--- config.mk ---
export PLATFORM = sky130hd
export DESIGN_NAME = text_console_writer_unit_flat
export DESIGN_NICKNAME = d
export VERILOG_FILES = /design/src/rtl/tcw_pkg.sv /design/src/rtl/tcw_stream_if.sv /design/src/rtl/text_console_writer_unit.sv /design/src/rtl/tcw_front.sv /design/src/rtl/tcw_queue.sv /design/src/rtl/tcw_back.sv /design/src/flat_wrapper.sv
export SDC_FILE = /design/constraint.sdc
export NUM_CORES = 1
export LEC_CHECK = 0
export BUFFER_PORTS_ARGS = -buffer_cell sky130_fd_sc_hd__buf_4
export CAP_MARGIN = 20
export CORE_MARGIN = 3
export CORE_UTILIZATION = 26
export CTS_BUF_LIST = sky130_fd_sc_hd__clkbuf_4
export CTS_CLUSTER_SIZE = 16
export DETAILED_ROUTE_END_ITERATION = 7
export PLACE_DENSITY = 0.37
export SETUP_SLACK_MARGIN = 0.2
export SYNTH_ARGS = -nofsm -noshare
export SYNTH_HDL_FRONTEND = slang
export SYNTH_SLANG_ARGS = --single-unit
--- constraint.sdc ---
create_clock -name clock -period 18.8 [get_ports clock]
set_input_delay 1.88 -clock clock [delete_from_list [all_inputs] [get_ports clock]]
set_output_delay 1.88 -clock clock [all_outputs]
set_load 0.1 [all_outputs]
--- src/rtl/tcw_pkg.sv ---
// tcw_pkg: shared types and constants of the text console writer
// word layouts of both channels, the front-to-back op word, char codes
// no dependencies
package tcw_pkg;

   // request modes
   localparam logic [1:0] MODE_CHAR  = 2'd0;
   localparam logic [1:0] MODE_HEX   = 2'd1;
   localparam logic [1:0] MODE_DEC   = 2'd2;
   localparam logic [1:0] MODE_CLEAR = 2'd3;

   // control characters
   localparam logic [7:0] CHAR_BS  = 8'h08;
   localparam logic [7:0] CHAR_TAB = 8'h09;
   localparam logic [7:0] CHAR_LF  = 8'h0A;
   localparam logic [7:0] CHAR_CR  = 8'h0D;
   localparam logic [7:0] CHAR_ZERO = 8'h30;

   // hex expansion: eight nibbles
   localparam int unsigned NIB_W = 3;
   localparam logic [NIB_W-1:0] NIB_LAST = 3'd7;

   // decimal expansion: up to ten digits, divide by ten via reciprocal
   localparam int unsigned DEC_DIGITS = 10;
   localparam int unsigned DIG_CNT_W  = 4;
   localparam logic [63:0] DEC_RECIP  = 64'h0000_0000_CCCC_CCCD;
   localparam int unsigned DEC_SHIFT  = 35;

   // op queue between front and back
   localparam int unsigned QUEUE_DEPTH = 4;

   typedef struct packed {
      logic [1:0]  mode;
      logic [31:0] value;
   } req_payload_type;

   typedef struct packed {
      logic        clear_all;
      logic        write_cell;
      logic [10:0] cell_index;
      logic [7:0]  char_code;
      logic [11:0] cursor_pos;
      logic        last;
   } rsp_payload_type;

   // one character (or a clear) for the back end
   typedef struct packed {
      logic       is_clear;
      logic       last;
      logic [7:0] code;
   } op_type;

   function automatic logic [7:0] hex_glyph(input logic [3:0] nib);
      logic [7:0] wide;
      wide = {4'b0000, nib};
      if (nib < 4'd10) begin
         hex_glyph = CHAR_ZERO + wide;
      end else begin
         hex_glyph = 8'h37 + wide;
      end
   endfunction

endpackage

--- src/rtl/tcw_stream_if.sv ---
// tcw_stream_if: valid/ready channel carrying one word of payload_type
// payload types come from tcw_pkg at the point of instantiation
interface tcw_stream_if #(
   parameter type payload_type = logic
) ();
   logic        valid;
   logic        ready;
   payload_type payload;

   modport source (output valid, output payload, input ready);
   modport sink   (input valid, input payload, output ready);
endinterface

--- src/rtl/text_console_writer_unit.sv ---
// text_console_writer_unit: text console engine on a COLUMNS x ROWS grid
// back end: one response word per character or clear, a clear word first when it scrolls;
// front: a character or clear is taken every cycle while the queue has room, hex holds
// the front for one nibble per cycle while the queue has room, decimal through a multiply
// and a subtract state per digit (divide by ten via the reciprocal), then emits the digits
// most significant first; the response word is registered in the back end behind the queue
// synchronous reset: cursor to the top left, queue and response empty
module text_console_writer_unit #(
   parameter int unsigned COLUMNS = 80,
   parameter int unsigned ROWS    = 25
) (
   input  logic        clock,
   input  logic        reset,
   tcw_stream_if.sink   req_ch,
   tcw_stream_if.source rsp_ch
);

   // front to queue
   logic            front_push;
   tcw_pkg::op_type front_op;
   logic            queue_full;

   // queue to back
   logic            back_pop;
   logic            queue_not_empty;
   tcw_pkg::op_type head_op;

   logic                     req_ready;
   logic                     rsp_valid;
   tcw_pkg::rsp_payload_type rsp_payload;

   // front: decodes the request word, expands numbers into digit chars
   tcw_front u_front (
      .clock       (clock),
      .reset       (reset),
      .req_valid   (req_ch.valid),
      .req_payload (req_ch.payload),
      .req_ready   (req_ready),
      .q_full      (queue_full),
      .q_push      (front_push),
      .q_op        (front_op)
   );

   // small queue so the digit expander and the cursor engine stall apart
   tcw_queue u_queue (
      .clock     (clock),
      .reset     (reset),
      .push      (front_push),
      .push_op   (front_op),
      .full      (queue_full),
      .pop       (back_pop),
      .not_empty (queue_not_empty),
      .head_op   (head_op)
   );

   // back: cursor wrap, scroll clear, control chars, cell writes
   tcw_back #(
      .COLUMNS (COLUMNS),
      .ROWS    (ROWS)
   ) u_back (
      .clock       (clock),
      .reset       (reset),
      .op_valid    (queue_not_empty),
      .op          (head_op),
      .op_pop      (back_pop),
      .rsp_ready   (rsp_ch.ready),
      .rsp_valid   (rsp_valid),
      .rsp_payload (rsp_payload)
   );

   // response word is registered inside the back end
   assign req_ch.ready   = req_ready;
   assign rsp_ch.valid   = rsp_valid;
   assign rsp_ch.payload = rsp_payload;

endmodule

--- src/rtl/tcw_front.sv ---
// tcw_front: accepts request words and expands them into character ops
// depends on tcw_pkg (modes, op_type, glyphs, reciprocal constants)
module tcw_front (
   input  logic                 clock,
   input  logic                 reset,
   input  logic                 req_valid,
   input  tcw_pkg::req_payload_type req_payload,
   output logic                 req_ready,
   input  logic                 q_full,
   output logic                 q_push,
   output tcw_pkg::op_type      q_op
);

   typedef enum logic [4:0] {
      FR_IDLE = 5'b00001,
      FR_HEX  = 5'b00010,
      FR_MUL  = 5'b00100,
      FR_SUB  = 5'b01000,
      FR_EMIT = 5'b10000
   } front_state_type;

   front_state_type state_ff, state_in;
   logic [31:0] val_ff, val_in;
   logic [63:0] prod_ff, prod_in;
   logic [tcw_pkg::NIB_W-1:0] nib_cnt_ff, nib_cnt_in;
   logic started_ff, started_in;
   logic [tcw_pkg::DIG_CNT_W-1:0] dig_cnt_ff, dig_cnt_in;
   logic [3:0] digit_ff [tcw_pkg::DEC_DIGITS];

   logic [3:0] nib;
   logic hex_emit;
   logic [28:0] quot;
   logic [32:0] quot10;
   logic [3:0] rem;
   logic [tcw_pkg::DIG_CNT_W-1:0] dig_idx;

   assign nib      = val_ff[31:28];
   assign hex_emit = started_ff || (nib != 4'd0) || (nib_cnt_ff == tcw_pkg::NIB_LAST);
   assign quot     = prod_ff[63:tcw_pkg::DEC_SHIFT];
   assign quot10   = {1'b0, quot, 3'b000} + {3'b000, quot, 1'b0};
   assign rem      = val_ff[3:0] - quot10[3:0];
   assign dig_idx  = dig_cnt_ff - 1'b1;

   always_comb begin
      state_in   = state_ff;
      val_in     = val_ff;
      prod_in    = prod_ff;
      nib_cnt_in = nib_cnt_ff;
      started_in = started_ff;
      dig_cnt_in = dig_cnt_ff;
      q_push     = 1'b0;
      q_op       = '0;
      req_ready  = (state_ff == FR_IDLE) && !q_full;
      unique case (state_ff)
         FR_IDLE: begin
            if (req_valid && !q_full) begin
               unique case (req_payload.mode)
                  tcw_pkg::MODE_CHAR: begin
                     q_push = 1'b1;
                     q_op   = '{is_clear: 1'b0, last: 1'b1, code: req_payload.value[7:0]};
                  end
                  tcw_pkg::MODE_CLEAR: begin
                     q_push = 1'b1;
                     q_op   = '{is_clear: 1'b1, last: 1'b1, code: 8'h00};
                  end
                  tcw_pkg::MODE_HEX: begin
                     val_in     = req_payload.value;
                     nib_cnt_in = '0;
                     started_in = 1'b0;
                     state_in   = FR_HEX;
                  end
                  tcw_pkg::MODE_DEC: begin
                     val_in     = req_payload.value;
                     dig_cnt_in = '0;
                     state_in   = FR_MUL;
                  end
               endcase
            end
         end
         FR_HEX: begin
            // skip leading zeros, but the last nibble always prints
            if (!(hex_emit && q_full)) begin
               q_push     = hex_emit;
               q_op       = '{is_clear: 1'b0,
                              last: (nib_cnt_ff == tcw_pkg::NIB_LAST),
                              code: tcw_pkg::hex_glyph(nib)};
               started_in = started_ff || hex_emit;
               val_in     = {val_ff[27:0], 4'h0};
               nib_cnt_in = nib_cnt_ff + 1'b1;
               if (nib_cnt_ff == tcw_pkg::NIB_LAST) begin
                  state_in = FR_IDLE;
               end
            end
         end
         FR_MUL: begin
            prod_in  = {32'h0, val_ff} * tcw_pkg::DEC_RECIP;
            state_in = FR_SUB;
         end
         FR_SUB: begin
            // digits collect least significant first
            val_in     = {3'b000, quot};
            dig_cnt_in = dig_cnt_ff + 1'b1;
            state_in   = (quot == 29'd0) ? FR_EMIT : FR_MUL;
         end
         FR_EMIT: begin
            if (!q_full) begin
               q_push     = 1'b1;
               q_op       = '{is_clear: 1'b0,
                              last: (dig_cnt_ff == 4'd1),
                              code: tcw_pkg::CHAR_ZERO + {4'h0, digit_ff[dig_idx]}};
               dig_cnt_in = dig_idx;
               if (dig_cnt_ff == 4'd1) begin
                  state_in = FR_IDLE;
               end
            end
         end
         default: begin
            state_in = FR_IDLE;
         end
      endcase
   end

   always_ff @(posedge clock) begin
      if (reset) begin
         state_ff   <= FR_IDLE;
         nib_cnt_ff <= '0;
         started_ff <= 1'b0;
         dig_cnt_ff <= '0;
      end else begin
         state_ff   <= state_in;
         nib_cnt_ff <= nib_cnt_in;
         started_ff <= started_in;
         dig_cnt_ff <= dig_cnt_in;
      end
   end

   always_ff @(posedge clock) begin
      val_ff  <= val_in;
      prod_ff <= prod_in;
      if (state_ff == FR_SUB) begin
         digit_ff[dig_cnt_ff] <= rem;
      end
   end

`ifndef ASSERT_OFF
   a_emit_has_digit: assert property (@(posedge clock) disable iff (reset)
      state_ff == FR_EMIT |-> dig_cnt_ff != '0)
      else $error("decimal emit with empty digit store");
`endif

endmodule

--- src/rtl/tcw_queue.sv ---
// tcw_queue: short op queue between front and back
// depends on tcw_pkg (op_type, QUEUE_DEPTH)
module tcw_queue (
   input  logic            clock,
   input  logic            reset,
   input  logic            push,
   input  tcw_pkg::op_type push_op,
   output logic            full,
   input  logic            pop,
   output logic            not_empty,
   output tcw_pkg::op_type head_op
);

   localparam int unsigned DEPTH = tcw_pkg::QUEUE_DEPTH;
   localparam int unsigned PTR_W = $clog2(DEPTH);
   localparam int unsigned CNT_W = $clog2(DEPTH + 1);

   tcw_pkg::op_type slot_ff [DEPTH];
   logic [PTR_W-1:0] wr_ptr_ff, wr_ptr_in;
   logic [PTR_W-1:0] rd_ptr_ff, rd_ptr_in;
   logic [CNT_W-1:0] count_ff, count_in;

   assign full      = (count_ff == CNT_W'(DEPTH));
   assign not_empty = (count_ff != '0);
   assign head_op   = slot_ff[rd_ptr_ff];

   always_comb begin
      wr_ptr_in = wr_ptr_ff;
      rd_ptr_in = rd_ptr_ff;
      count_in  = count_ff;
      if (push) begin
         wr_ptr_in = (wr_ptr_ff == PTR_W'(DEPTH - 1)) ? '0 : wr_ptr_ff + 1'b1;
      end
      if (pop) begin
         rd_ptr_in = (rd_ptr_ff == PTR_W'(DEPTH - 1)) ? '0 : rd_ptr_ff + 1'b1;
      end
      if (push && !pop) begin
         count_in = count_ff + 1'b1;
      end else if (pop && !push) begin
         count_in = count_ff - 1'b1;
      end
   end

   always_ff @(posedge clock) begin
      if (reset) begin
         wr_ptr_ff <= '0;
         rd_ptr_ff <= '0;
         count_ff  <= '0;
      end else begin
         wr_ptr_ff <= wr_ptr_in;
         rd_ptr_ff <= rd_ptr_in;
         count_ff  <= count_in;
      end
   end

   always_ff @(posedge clock) begin
      if (push) begin
         slot_ff[wr_ptr_ff] <= push_op;
      end
   end

`ifndef ASSERT_OFF
   a_no_overflow: assert property (@(posedge clock) disable iff (reset)
      push |-> !full || pop)
      else $error("op queue overflow");
   a_no_underflow: assert property (@(posedge clock) disable iff (reset)
      pop |-> not_empty)
      else $error("op queue underflow");
`endif

endmodule

--- src/rtl/tcw_back.sv ---
// tcw_back: cursor engine, turns character ops into response words
// depends on tcw_pkg (op_type, rsp_payload_type, control chars)
module tcw_back #(
   parameter int unsigned COLUMNS = 80,
   parameter int unsigned ROWS    = 25
) (
   input  logic                     clock,
   input  logic                     reset,
   input  logic                     op_valid,
   input  tcw_pkg::op_type          op,
   output logic                     op_pop,
   input  logic                     rsp_ready,
   output logic                     rsp_valid,
   output tcw_pkg::rsp_payload_type rsp_payload
);

   localparam int unsigned COL_W = $clog2(COLUMNS + 8);
   localparam int unsigned ROW_W = $clog2(ROWS + 1);
   localparam int unsigned POS_W = COL_W + ROW_W + 1;

   logic [COL_W-1:0] col_ff, col_in, col_w;
   logic [ROW_W-1:0] row_ff, row_in, row_w;
   logic rsp_valid_ff, rsp_valid_in;
   tcw_pkg::rsp_payload_type rsp_pay_ff, rsp_pay_in;

   logic can_load;
   logic wrap_clear;
   logic [COL_W-1:0] col_tab;

   function automatic logic [POS_W-1:0] grid_pos(input logic [COL_W-1:0] c,
                                                  input logic [ROW_W-1:0] r);
      grid_pos = POS_W'(r) * POS_W'(COLUMNS) + POS_W'(c);
   endfunction

   assign can_load = !rsp_valid_ff || rsp_ready;

   always_comb begin
      col_w = col_ff;
      row_w = row_ff;
      if (col_ff > COL_W'(COLUMNS - 1)) begin
         col_w = '0;
         row_w = row_ff + 1'b1;
      end
   end

   assign wrap_clear = (row_w > ROW_W'(ROWS - 1));
   assign col_tab    = (col_w + COL_W'(8)) & ~COL_W'(7);

   always_comb begin
      col_in       = col_ff;
      row_in       = row_ff;
      op_pop       = 1'b0;
      rsp_valid_in = rsp_valid_ff && !rsp_ready;
      rsp_pay_in   = rsp_pay_ff;
      if (can_load && op_valid) begin
         rsp_valid_in = 1'b1;
         rsp_pay_in   = '0;
         if (op.is_clear) begin
            rsp_pay_in.clear_all  = 1'b1;
            rsp_pay_in.cursor_pos = 12'(grid_pos(col_ff, row_ff));
            rsp_pay_in.last       = op.last;
            op_pop                = 1'b1;
         end else if (wrap_clear) begin
            // scrolled past the bottom: clear first, op stays at the head
            rsp_pay_in.clear_all  = 1'b1;
            rsp_pay_in.cursor_pos = 12'(grid_pos(col_w, '0));
            col_in                = col_w;
            row_in                = '0;
         end else begin
            op_pop = 1'b1;
            rsp_pay_in.last = op.last;
            case (op.code)
               tcw_pkg::CHAR_CR: begin
                  col_in = '0;
                  row_in = row_w;
               end
               tcw_pkg::CHAR_LF: begin
                  col_in = '0;
                  row_in = row_w + 1'b1;
               end
               tcw_pkg::CHAR_BS: begin
                  col_in = (col_w != '0) ? col_w - 1'b1 : col_w;
                  row_in = row_w;
               end
               tcw_pkg::CHAR_TAB: begin
                  col_in = col_tab;
                  row_in = row_w;
               end
               default: begin
                  col_in = col_w + 1'b1;
                  row_in = row_w;
                  rsp_pay_in.write_cell = 1'b1;
                  rsp_pay_in.cell_index = 11'(grid_pos(col_w, row_w));
                  rsp_pay_in.char_code  = op.code;
               end
            endcase
            rsp_pay_in.cursor_pos = 12'(grid_pos(col_in, row_in));
         end
      end
   end

   always_ff @(posedge clock) begin
      if (reset) begin
         col_ff       <= '0;
         row_ff       <= '0;
         rsp_valid_ff <= 1'b0;
      end else begin
         col_ff       <= col_in;
         row_ff       <= row_in;
         rsp_valid_ff <= rsp_valid_in;
      end
   end

   always_ff @(posedge clock) begin
      rsp_pay_ff <= rsp_pay_in;
   end

   assign rsp_valid   = rsp_valid_ff;
   assign rsp_payload = rsp_pay_ff;

`ifndef ASSERT_OFF
   a_clear_writes_nothing: assert property (@(posedge clock) disable iff (reset)
      rsp_valid_ff && rsp_pay_ff.clear_all |-> !rsp_pay_ff.write_cell)
      else $error("clear word also writes a cell");
   a_cursor_in_range: assert property (@(posedge clock) disable iff (reset)
      row_ff <= ROW_W'(ROWS) && col_ff < COL_W'(COLUMNS + 8))
      else $error("cursor out of range");
   a_wrap_clear_not_last: assert property (@(posedge clock) disable iff (reset)
      can_load && op_valid && !op.is_clear && wrap_clear |=> row_ff == '0)
      else $error("scroll clear left the cursor off row zero");
`endif

endmodule
--- src/flat_wrapper.sv ---
// flat-port wrapper written by rule: the top's interface ports become plain ports
module text_console_writer_unit_flat 
#(
   parameter int unsigned COLUMNS = 80,
   parameter int unsigned ROWS    = 25
)
  (clock, reset, req_ch_valid, req_ch_payload, req_ch_ready, rsp_ch_valid, rsp_ch_payload, rsp_ch_ready);
  tcw_stream_if req_ch_i ();
  tcw_stream_if rsp_ch_i ();
  input  logic clock;
  input  logic reset;
  input wire logic [$bits(req_ch_i.valid)-1:0] req_ch_valid;
  input wire logic [$bits(req_ch_i.payload)-1:0] req_ch_payload;
  output wire logic [$bits(req_ch_i.ready)-1:0] req_ch_ready;
  output wire logic [$bits(rsp_ch_i.valid)-1:0] rsp_ch_valid;
  output wire logic [$bits(rsp_ch_i.payload)-1:0] rsp_ch_payload;
  input wire logic [$bits(rsp_ch_i.ready)-1:0] rsp_ch_ready;
  assign req_ch_i.valid = req_ch_valid;
  assign req_ch_i.payload = req_ch_payload;
  assign req_ch_ready = req_ch_i.ready;
  assign rsp_ch_valid = rsp_ch_i.valid;
  assign rsp_ch_payload = rsp_ch_i.payload;
  assign rsp_ch_i.ready = rsp_ch_ready;
  text_console_writer_unit #(.COLUMNS(COLUMNS), .ROWS(ROWS)) u_core (.clock(clock), .reset(reset), .req_ch(req_ch_i), .rsp_ch(rsp_ch_i));
endmodule
# ---- Word-level counts from Yosys, hierarchy flattened
# Memories as Yosys holds them, arrays and structs flattened. A register that Yosys moved wholly into a read port is not among the register bits.
# Index checks and enable logic that the tools add are counted.
dict set report classes {
  n_addsub 17
  eq_ne 18
  order_cmp 3
  bitwise_logic 3
  reduce_logical 29
  mux 48
  multipliers 1
}
# cell n
set ops {}
lappend ops {{32-bit by 32-bit multiplier with 64-bit output, second input constant} 1}
lappend ops {{32-bit case mux with 2 select lines} 1}
lappend ops {{5-bit 2-to-1 mux} 11}
lappend ops {{7-bit 2-to-1 mux} 7}
lappend ops {{8-bit by 4-bit == test with 1-bit output, second input constant} 4}
lappend ops {{32-bit 2-to-1 mux} 1}
lappend ops {{29-bit logical NOT} 1}
lappend ops {{9-bit 2-to-1 mux} 3}
lappend ops {{9-bit case mux with 3 select lines} 1}
lappend ops {{5-bit case mux with 5 select lines} 1}
lappend ops {{6-bit by 4-bit adder with 7-bit output, first input constant} 3}
lappend ops {{7-bit case mux with 3 select lines} 1}
lappend ops {{1-bit 2-to-1 mux} 13}
lappend ops {{5-bit by 1-bit adder with 5-bit output, second input constant} 2}
lappend ops {{2-bit 2-to-1 mux} 4}
lappend ops {{2-bit inequality test, second input constant} 4}
lappend ops {{4-bit case mux with 2 select lines} 1}
lappend ops {{2-bit AND reduction} 4}
lappend ops {{7-bit by 1-bit adder with 7-bit output, second input constant} 1}
lappend ops {{7-bit by 4-bit adder with 7-bit output, second input constant} 1}
lappend ops {{7-bit greater-than comparator, second input constant} 1}
lappend ops {{1-bit logical AND} 7}
lappend ops {{7-bit nonzero test} 1}
lappend ops {{7-bit by 1-bit subtractor with 7-bit output, second input constant} 1}
lappend ops {{29 further kinds} 44}
dict set report totals {
  input_bits 5
  regBits 130
  ramBits 76
  n_memories 2
  wordCells 134
  out_inout_bits 3
}
# memory words word_bits read_ports rd_clocked_by_memory_dff wr line
set mem_list {}
lappend mem_list {u_core.u_front.digit_ff 10 4 1 0 1 tcw_front.sv:28} ;# logic [3:0] digit_ff [tcw_pkg::DEC_DIGITS];
lappend mem_list {u_core.u_queue.slot_ff 4 9 1 1 1 tcw_queue.sv:18} ;# tcw_pkg::op_type slot_ff [DEPTH];

# ---- Depth between registers and ports, before layout
# Gate-level depths: netlist (run 1).
dict set report depth {
  ltp_word 10
  depth_mapped 25
  ltp_nobuf 24
}

# ---- By module
# From an unflattened synthesis (run 1), not the netlist that was laid out.
dict set report hier_totals {
  cells_unflattened 2694
  area_unflattened_um2 27966.8
}
# module instances cells_each seq_area_each_um2 area_per_inst_um2
set by_module_without_submodules {}
lappend by_module_without_submodules {tcw_front 1 2186 3293.2 22391.5}
lappend by_module_without_submodules {tcw_back 1 411 1281.2 3687.3}
lappend by_module_without_submodules {tcw_queue 1 96 1381.3 1884.3}
lappend by_module_without_submodules {text_console_writer_unit 1 1 0.0 3.8}

# ---- Least setup slack after synthesis (run 1)
# Ideal clock, no wire load.
dict set report synth_timing {
  kind {flip-flop to flip-flop}
  from {reg u_core.u_front.val_ff[19]}
  to {reg u_core.u_front.prod_ff[50] (data pin)}
  setup_ps 264
  arrival_ps 6575
  slack_ps 11962
  path_buffers 1
  required_ps 18536
  path_stages_with_launch 26
  path_cell_list {edfxtp_1 -> ha_1 -> inv_1 -> fa_1 -> inv_1 -> fa_1 -> inv_1 -> fa_1 -> inv_1 -> fa_1 -> fa_1 -> fa_1 -> inv_1 -> fa_1 -> inv_1 -> ha_1 -> buf_2 -> nand4_1 -> or4_1 -> nor2_1 -> o211ai_1 -> o31a_1 -> a21boi_1 -> o21ai_1 -> a221oi_1 -> xnor2_1}
}
dict set report synth_between {
  elab_chain_len 1
}
# item line
set synth_rtl {}
lappend synth_rtl {{start, declared} tcw_front.sv:23} ;# logic [31:0] val_ff, val_in;
lappend synth_rtl {{start signal, assigned} tcw_front.sv:138} ;# val_ff <= val_in;
lappend synth_rtl {{32-bit by 32-bit multiplier with 64-bit output} tcw_front.sv:96} ;# prod_in = {32'h0, val_ff} * tcw_pkg::DEC_RECIP;
lappend synth_rtl {{end signal, assigned} tcw_front.sv:139} ;# prod_ff <= prod_in;
lappend synth_rtl {{end, declared} tcw_front.sv:24} ;# logic [63:0] prod_ff, prod_in;
# Every way passes these cells.
# A chain may end at the register's enable or synchronous reset.

# ---- Final worst setup path (run 1)
dict set report layout_timing {
  from {reg u_core.u_front.val_ff[6]}
  to {reg u_core.u_front.prod_ff[52] (data pin)}
}
# Same word-level chain as after synthesis.

==> impl_metrics.ini, run 1 <==
[power_and_ir_drop]
combPwrFrac = 0.208
vdd_ir_drop_max_mv = 0.0295
leakagePower_nw = 12.2
switching_share = 0.371
p_int_uw = 515
seq_power_share = 0.496
clkPwrFrac = 0.296
p_per_area_nw_per_um2 = 31.9
finalPower_uw = 819
p_sw_uw = 303

[placed_design]
port_buffers = 7
place_congestion = 0.887
dp_hpwl_mm = 68.8
pre_cts_slack_ns = 10.59
dp.cells = 3464

[floorplanning]
ios = 8
die_y_um = 309
die_area_um2 = 95800
row_count = 110
core-area_um2 = 90700
die_w_um = 309
start_util = 0.264

[sta]
setup_tns_ns = 0
setup_violations = 0
timing.final.crit_share = 0.444
period_minus_slack_ns = 8.35
finalClockSkew_ns = 0.0768
drv_slew = 0
hold_viol = 0
slew_headroom = 0.317
tightest_slew_ns = 1.02
worst_slack_ns = 10.45
fmax_mhz = 120
grt_setup_unrepaired = false

[synthesis]
synth_ff_type = edfxtp_1
synth_top_area_cell = fa_1
async_reset_ff_frac = 0
synth_top_area_share = 0.324
synth_fp_nets = 3078
yosysUniqueCellTypes = 70
synth_area_leaders = fa_1 (32%), ha_1 (19%), edfxtp_1 (16%)
synth_warnings = 0
syn_inst = 2315
synth-seq-area-share = 0.183
syn_area_um2 = 23900
synth_edf_count = 126
avgSynthCellArea_um2 = 10.3
synth_seq_cells = 156

[final_layout]
drive_gt1_frac = 0.0332
layout.cells.non_filler = 3498
n_fill_cell = 9545
area_delta_synth_final_pct = 7.26
nets = 3071
fin_util = 0.283

[critical_path]
worst_ep_arrival_time_ns = 8.83
critPathLaunchType = register
slowest_delay_ns = 0.77
required_ns = 19.28
slowest_stage = a211oi_1
crit_path_max_fanout = 9
end_kind = register
path_cells = ha_1 -> xor2_1 -> ha_1 -> a21o_1 -> fa_1 -> inv_1 -> fa_1 -> inv_1 -> fa_1 -> fa_1 -> fa_1 -> fa_1 -> ha_1 -> a21oi_1 -> nor2_1 -> a2111o_1 -> nor3b_1 -> a211oi_1 -> o21ai_0 -> nand2b_1 -> o2111ai_1 -> o311a_1
rr_worst_depth = 22
crit_top_cell = fa_1
crit_type = register to register

[drt]
dr_wl_met3_mm = 2.72
met2_length_mm = 38.2
ant_nets = 0
drt_iter0_markers = 1179
first_pass_iters = 5
highest_layer = met4
met1_length_mm = 36.6
vias = 16100
viasPerCell = 4.61
wl_per_cell_um = 22.5
drt_wl_total_mm = 78.6
route.detailed.drc = 0

[clocking]
cts_sinks = 156
cts_tree = built
clk_path_buf_depth = 2
h-tree-depth = 4
post_cts_buffers = 0
insertion_delay_ns = 0.75
root_buffer = clkbuf_4
post_cts_resized = 0
ctsHoldBuffers = 0
cts_buffers = 17
clkTransAtPathRegs_ns = 0.24

[status]
status = finished, final reports clean

[global_routing]
groute.usage.overall = 0.169
grt_max_degree = 72
grt_pass1_vias = 17300
antenna_found_initial = 1
grt_overflow = 0
grt_pass1_wl_mm = 117

[run]
cap_violations = 0

[hold_path]
worstHoldPathCells = 2
hp-class = register to register
-- registers in the layout, summed over array words and instances, names as in the netlist, 3 cells and up, named ones only --
name	cells
u_core.u_front.state_ff	4
u_core.u_back.col_ff	7
u_core.u_front.dig_cnt_ff	4
u_core.u_front.digit_ff	40
u_core.u_queue.slot_ff	24
u_core.u_front.val_ff	32
u_core.u_queue.count_ff	3
u_core.u_front.prod_ff	29
u_core.u_back.row_ff	5
-- kinds of logic (layout without fill, tap and decap cells) --
family,count (synthesis),in the layout,synth area share
flops,156,156,0.183
other cells,0,1,0
simple gates,375,375,0.0752
compound gates,299,299,0.0774
fa+ha+maj,758,758,0.518
mux,22,22,0.0160
xor+xnor,94,94,0.0344
buf+inv,611,617,0.0962
-- power by group through the flow --
| stage | registers, mW | clock network [mW] | logic (mW) |
|---|---|---|---|
| after global placement | 0.414 | 0 | 0.170 |
| after global routing | 0.410 | 0.268 | 0.192 |
| after floorplan | 0.419 | 0 | 0.125 |
| after detailed placement | 0.415 | 0 | 0.172 |
| after CTS | 0.407 | 0.258 | 0.173 |
| final | 0.406 | 0.242 | 0.170 |
-- cells in the mapped netlist, types with 14 or more instances --
cell type	number
inv_1	571
fa_1	388
ha_1	370
nand2_1	142
edfxtp_1	126
a21oi_1	96
nor2_1	78
o21ai_0	72
xor2_1	49
xnor2_1	45
a21o_1	37
dfxtp_1	30
and2_1	29
clkbuf_1	29
nor3_1	21
nand4_1	19
a211oi_1	15
and3_1	15
nor2b_1	14
-- layout by cell type (no fill, tap or decap), types with 7 or more instances in the layout --
cell / synthesis / layout
mux2i_1: 8 / 8
buf_4: 0 / 14
a31oi_1: 8 / 8
nor4_1: 9 / 9
inv_1: 571 / 570
nand2_1: 142 / 142
o21a_1: 9 / 9
a21o_1: 37 / 37
or3_1: 7 / 7
and3_1: 15 / 15
o211ai_1: 10 / 10
nor2b_1: 14 / 14
nand2b_1: 13 / 13
a21oi_1: 96 / 96
o21ai_0: 72 / 72
xor2_1: 49 / 49
ha_1: 370 / 370
edfxtp_1: 126 / 126
nor2_1: 78 / 78
dfxtp_1: 30 / 30
nand4_1: 19 / 19
xnor2_1: 45 / 45
clkbuf_4: 0 / 17
mux4_2: 13 / 13
nand3_1: 13 / 13
and2_1: 29 / 29
fa_1: 388 / 388
a22oi_1: 7 / 7
a211oi_1: 15 / 15
nor3_1: 21 / 21
-- final timing paths --
path | from | to | slack [ns]
worst max-delay path | u_core.u_front.val_ff[6] | u_core.u_front.prod_ff[52] | 10.45
worst min register to register | u_core.u_back.rsp_valid | u_core.u_back.rsp_valid | 0.49
worst max register to register | u_core.u_front.val_ff[6] | u_core.u_front.prod_ff[52] | 10.45
worst min-delay path | u_core.u_back.rsp_valid | u_core.u_back.rsp_valid | 0.49
-- per-layer routing --
layer  track usage  vias to the layer above
li1              -                     7428
met1         0.236                     8344
met2         0.285                      307
met3        0.0180                       44
met4        0.0322                        0
met5             0                        -
-- critical path, delay by kind of cell (launching register included) --
kind,cells,cell delay [ns]
adder cells (fa/ha/maj),9,4.31
AO/OA/AOI/OAI,7,2.37
flip-flops,1,0.74
AND/OR/NAND/NOR,3,0.42
XOR/XNOR,1,0.14
buffers and inverters,2,0.11
-- metrics by stage --
| step | hold slack, ns | area [um2] |
|---|---|---|
| 3_5_place_dp | 0.475 | 25400 |
| 3_3_place_gp | 0.462 | 25400 |
| 6_report | 0.495 | 25700 |
| 2_1_floorplan | 0.454 | 23900 |
| 5_1_grt | 0.518 | 25700 |
| 4_1_cts | 0.501 | 25700 |
-- final cells by class --
type	count	area (um2)	share of cell area
Clock inverter	15	186	0.00726
Sequential cell	156	4380	0.171
Antenna cell	1	2.50	0.0000974
Clock buffer	17	128	0.00497
Tap cell	1176	1470	0.0573
Inverter	571	2140	0.0834
Timing Repair Buffer	14	105	0.00409
Multi-Input combinational cell	1548	17300	0.672
Note: power is estimated with default switching activity, not from simulation.
==> inputs of run 2 (changes only) <==
--- a/config.mk
+++ b/config.mk
@@ -12,7 +12,7 @@
 export CTS_BUF_LIST = sky130_fd_sc_hd__clkbuf_4
 export CTS_CLUSTER_SIZE = 16
 export DETAILED_ROUTE_END_ITERATION = 7
-export PLACE_DENSITY = 0.37
+export PLACE_DENSITY = 0.39
 export SETUP_SLACK_MARGIN = 0.2
 export SYNTH_ARGS = -nofsm -noshare
 export SYNTH_HDL_FRONTEND = slang
==> constraint.sdc (replaced) <==
create_clock -name clock -period 7.08 [get_ports clock]
set_input_delay 0.708 -clock clock [delete_from_list [all_inputs] [get_ports clock]]
set_output_delay 0.708 -clock clock [all_outputs]
set_load 0.1 [all_outputs]
==> run 2 against run 1 <==
Effect of this change:
- critical path depth grew 4
- maximum frequency increased by 19%
- via count rose by 5.6%
- sequential power rose to 2.7 times the previous value
- combinational power rose to 2.7 times the previous value
- hold slack lost 0.28 ns
- clock power grew to 2.5 times the previous value
- sequential share of layout area down 1.7 points
- register-to-register slack got worse by 10 ns
- setup slack got worse by 10 ns
- routed wire length rose by 2.3%
==> impl_metrics.ini, run 2 (same netlist as run 1, synthesis figures left out) <==
[final_layout]
area_delta_synth_final_pct = 19.1
nets = 3326
largestRegisters = u_core.u_front.digit_ff: 40 flops, u_core.u_front.val_ff: 32 flops, u_core.u_front.prod_ff: 29 flops
layout.cells.non_filler = 3753
layout_common_cells = inv_1 (555), fa_1 (371), ha_1 (331), buf_4 (255), nand2_1 (137)
final_common_cell = inv_1
registers.top_by_ff_count = u_core.u_front.digit_ff
fin_area_um2 = 28500
fin_util = 0.314
drive_gt1_frac = 0.181
largest_reg_flops = 40

[critical_path]
worst_ep_arrival_time_ns = 7.50
crit_type = register to register
end_kind = register
rrSetupSlack_ns = 0.07
rr_worst_depth = 26
regToRegEndpoint = u_core.u_front.prod_ff[59]
crit_path_max_fanout = 5
critPathLaunchType = register
reg2reg_from = u_core.u_front.val_ff[16]
required_ns = 7.57

[clocking]
h-tree-depth = 4
clk_path_buf_depth = 2
cts_buffers = 17
insertion_delay_ns = 0.76
cts_tree = built
root_buffer = clkbuf_4
clkTransAtPathRegs_ns = 0.20
ctsHoldBuffers = 0
cts_sinks = 156

[power_and_ir_drop]
leakagePower_nw = 13.4
finalPower_mw = 2.15
p_per_area_nw_per_um2 = 75.4
vdd_ir_drop_max_mv = 0.0709

[global_routing]
groute.usage.overall = 0.173
antenna_found_initial = 2
grt_overflow = 0
grt_pass1_wl_mm = 120
grt_pass1_vias = 18600
grt_max_degree = 40

[run]
cap_violations = 0

[sta]
setup_tns_ns = 0
grt_setup_unrepaired = true
worst_slack_ns = 0.0728
hold_viol = 0
period_minus_slack_ns = 7.01
hold_ws_ns = 0.215
tightest_slew_ns = 0.974
finalClockSkew_ns = 0.0406
fmax_mhz = 143
drv_slew = 0
slew_headroom = 0.350
timing.final.crit_share = 0.990
setup_violations = 0

[drt]
first_pass_iters = 5
viasPerCell = 4.54
drt_wl_total_mm = 80.5
wl_per_cell_um = 21.4
ant_nets = 0
route.detailed.drc = 0
vias = 17000
drt_iter0_markers = 916

[hold_path]
hp-class = input port to register
worstHoldPathCells = 4
min_from = rsp_ch_ready
min_to = u_core.u_back.rsp_valid

[placed_design]
dp.cells = 3677
place_area_um2 = 27000
port_buffers = 7
pre_cts_slack_ns = -0.267
dp_hpwl_mm = 70.5
place_congestion = 0.884

[floorplanning]
core-area_um2 = 90700
row_count = 110
ios = 8
die_area_um2 = 95800
start_util = 0.264
die_y_um = 309
die_w_um = 309

[status]
status = finished, final reports clean
[run 2: cell types whose count changed in the layout (fill, tap and decap cells not counted), sizes merged]
cell      previous run  this run
clkinv               6         4
inv                580       576
clkinvlp             0         6
buf                 14       269
[run 2: worst max path at each step]
stage                     cells after the start                    endpoint                       from  slack (ns)
after floorplan                              25  u_core.u_front.prod_ff[50]  u_core.u_front.val_ff[19]        0.24
after global placement                       24  u_core.u_front.prod_ff[50]  u_core.u_front.val_ff[21]       -0.20
after detailed placement                     24  u_core.u_front.prod_ff[50]  u_core.u_front.val_ff[21]       -0.27
after CTS                                    24  u_core.u_front.prod_ff[58]  u_core.u_front.val_ff[13]        0.10
after global routing                         22  u_core.u_front.prod_ff[58]  u_core.u_front.val_ff[18]       -0.08
final                                        26  u_core.u_front.prod_ff[59]  u_core.u_front.val_ff[16]        0.07
[run 2: per-layer routing]
metal  routed length [um]  GRT usage  up-vias
li1                     -          -     7926
met1                38000      0.241     8770
met2                37800      0.279      269
met3                 2630     0.0244       64
met4                 2000     0.0487        2
met5                   15          0        -
[run 2: layout make-up]
| type | instances | area, um2 |
|---|---|---|
| Multi-Input combinational cell | 1548 | 18100 |
| Clock inverter | 15 | 170 |
| Clock buffer | 17 | 128 |
| Inverter | 571 | 2160 |
| Sequential cell | 156 | 4380 |
| Fill cell | 9371 | 62200 |
| Antenna cell | 1 | 2.50 |
| Tap cell | 1176 | 1470 |
| Timing Repair Buffer | 269 | 2080 |
[run 2: worst max-delay path, cell delays in order (launching register included)]
cell	delay [ns]
edfxtp_1	0.52
ha_4	0.24
clkinvlp_4	0.17
fa_1	0.56
inv_1	0.06
fa_1	0.50
inv_1	0.06
fa_1	0.55
inv_1	0.07
fa_1	0.53
fa_1	0.43
fa_1	0.50
inv_1	0.05
fa_1	0.48
inv_1	0.04
ha_1	0.28
buf_4	0.16
and2_4	0.17
buf_4	0.15
nand2_2	0.08
o2111ai_2	0.13
a21oi_4	0.20
nor2_4	0.10
buf_6	0.14
a211o_4	0.32
buf_6	0.12
xor2_2	0.13
[run 2: where the power goes]
group          total, mW  internal [mW]  leakage, nW  switching, mW
combinational      0.454          0.168         11.9          0.286
clock              0.617          0.165        0.150          0.452
sequential          1.08           1.03         1.39         0.0496
total               2.15           1.36         13.4          0.787
[run 2: timing repair]
item                                   4_1_cts  5_1_grt
endpoints found under the hold margin        0        0
buffers inserted                            27       16
pin swaps                                   32       35
setup endpoints to repair                   24       25
resized for setup                           63      119
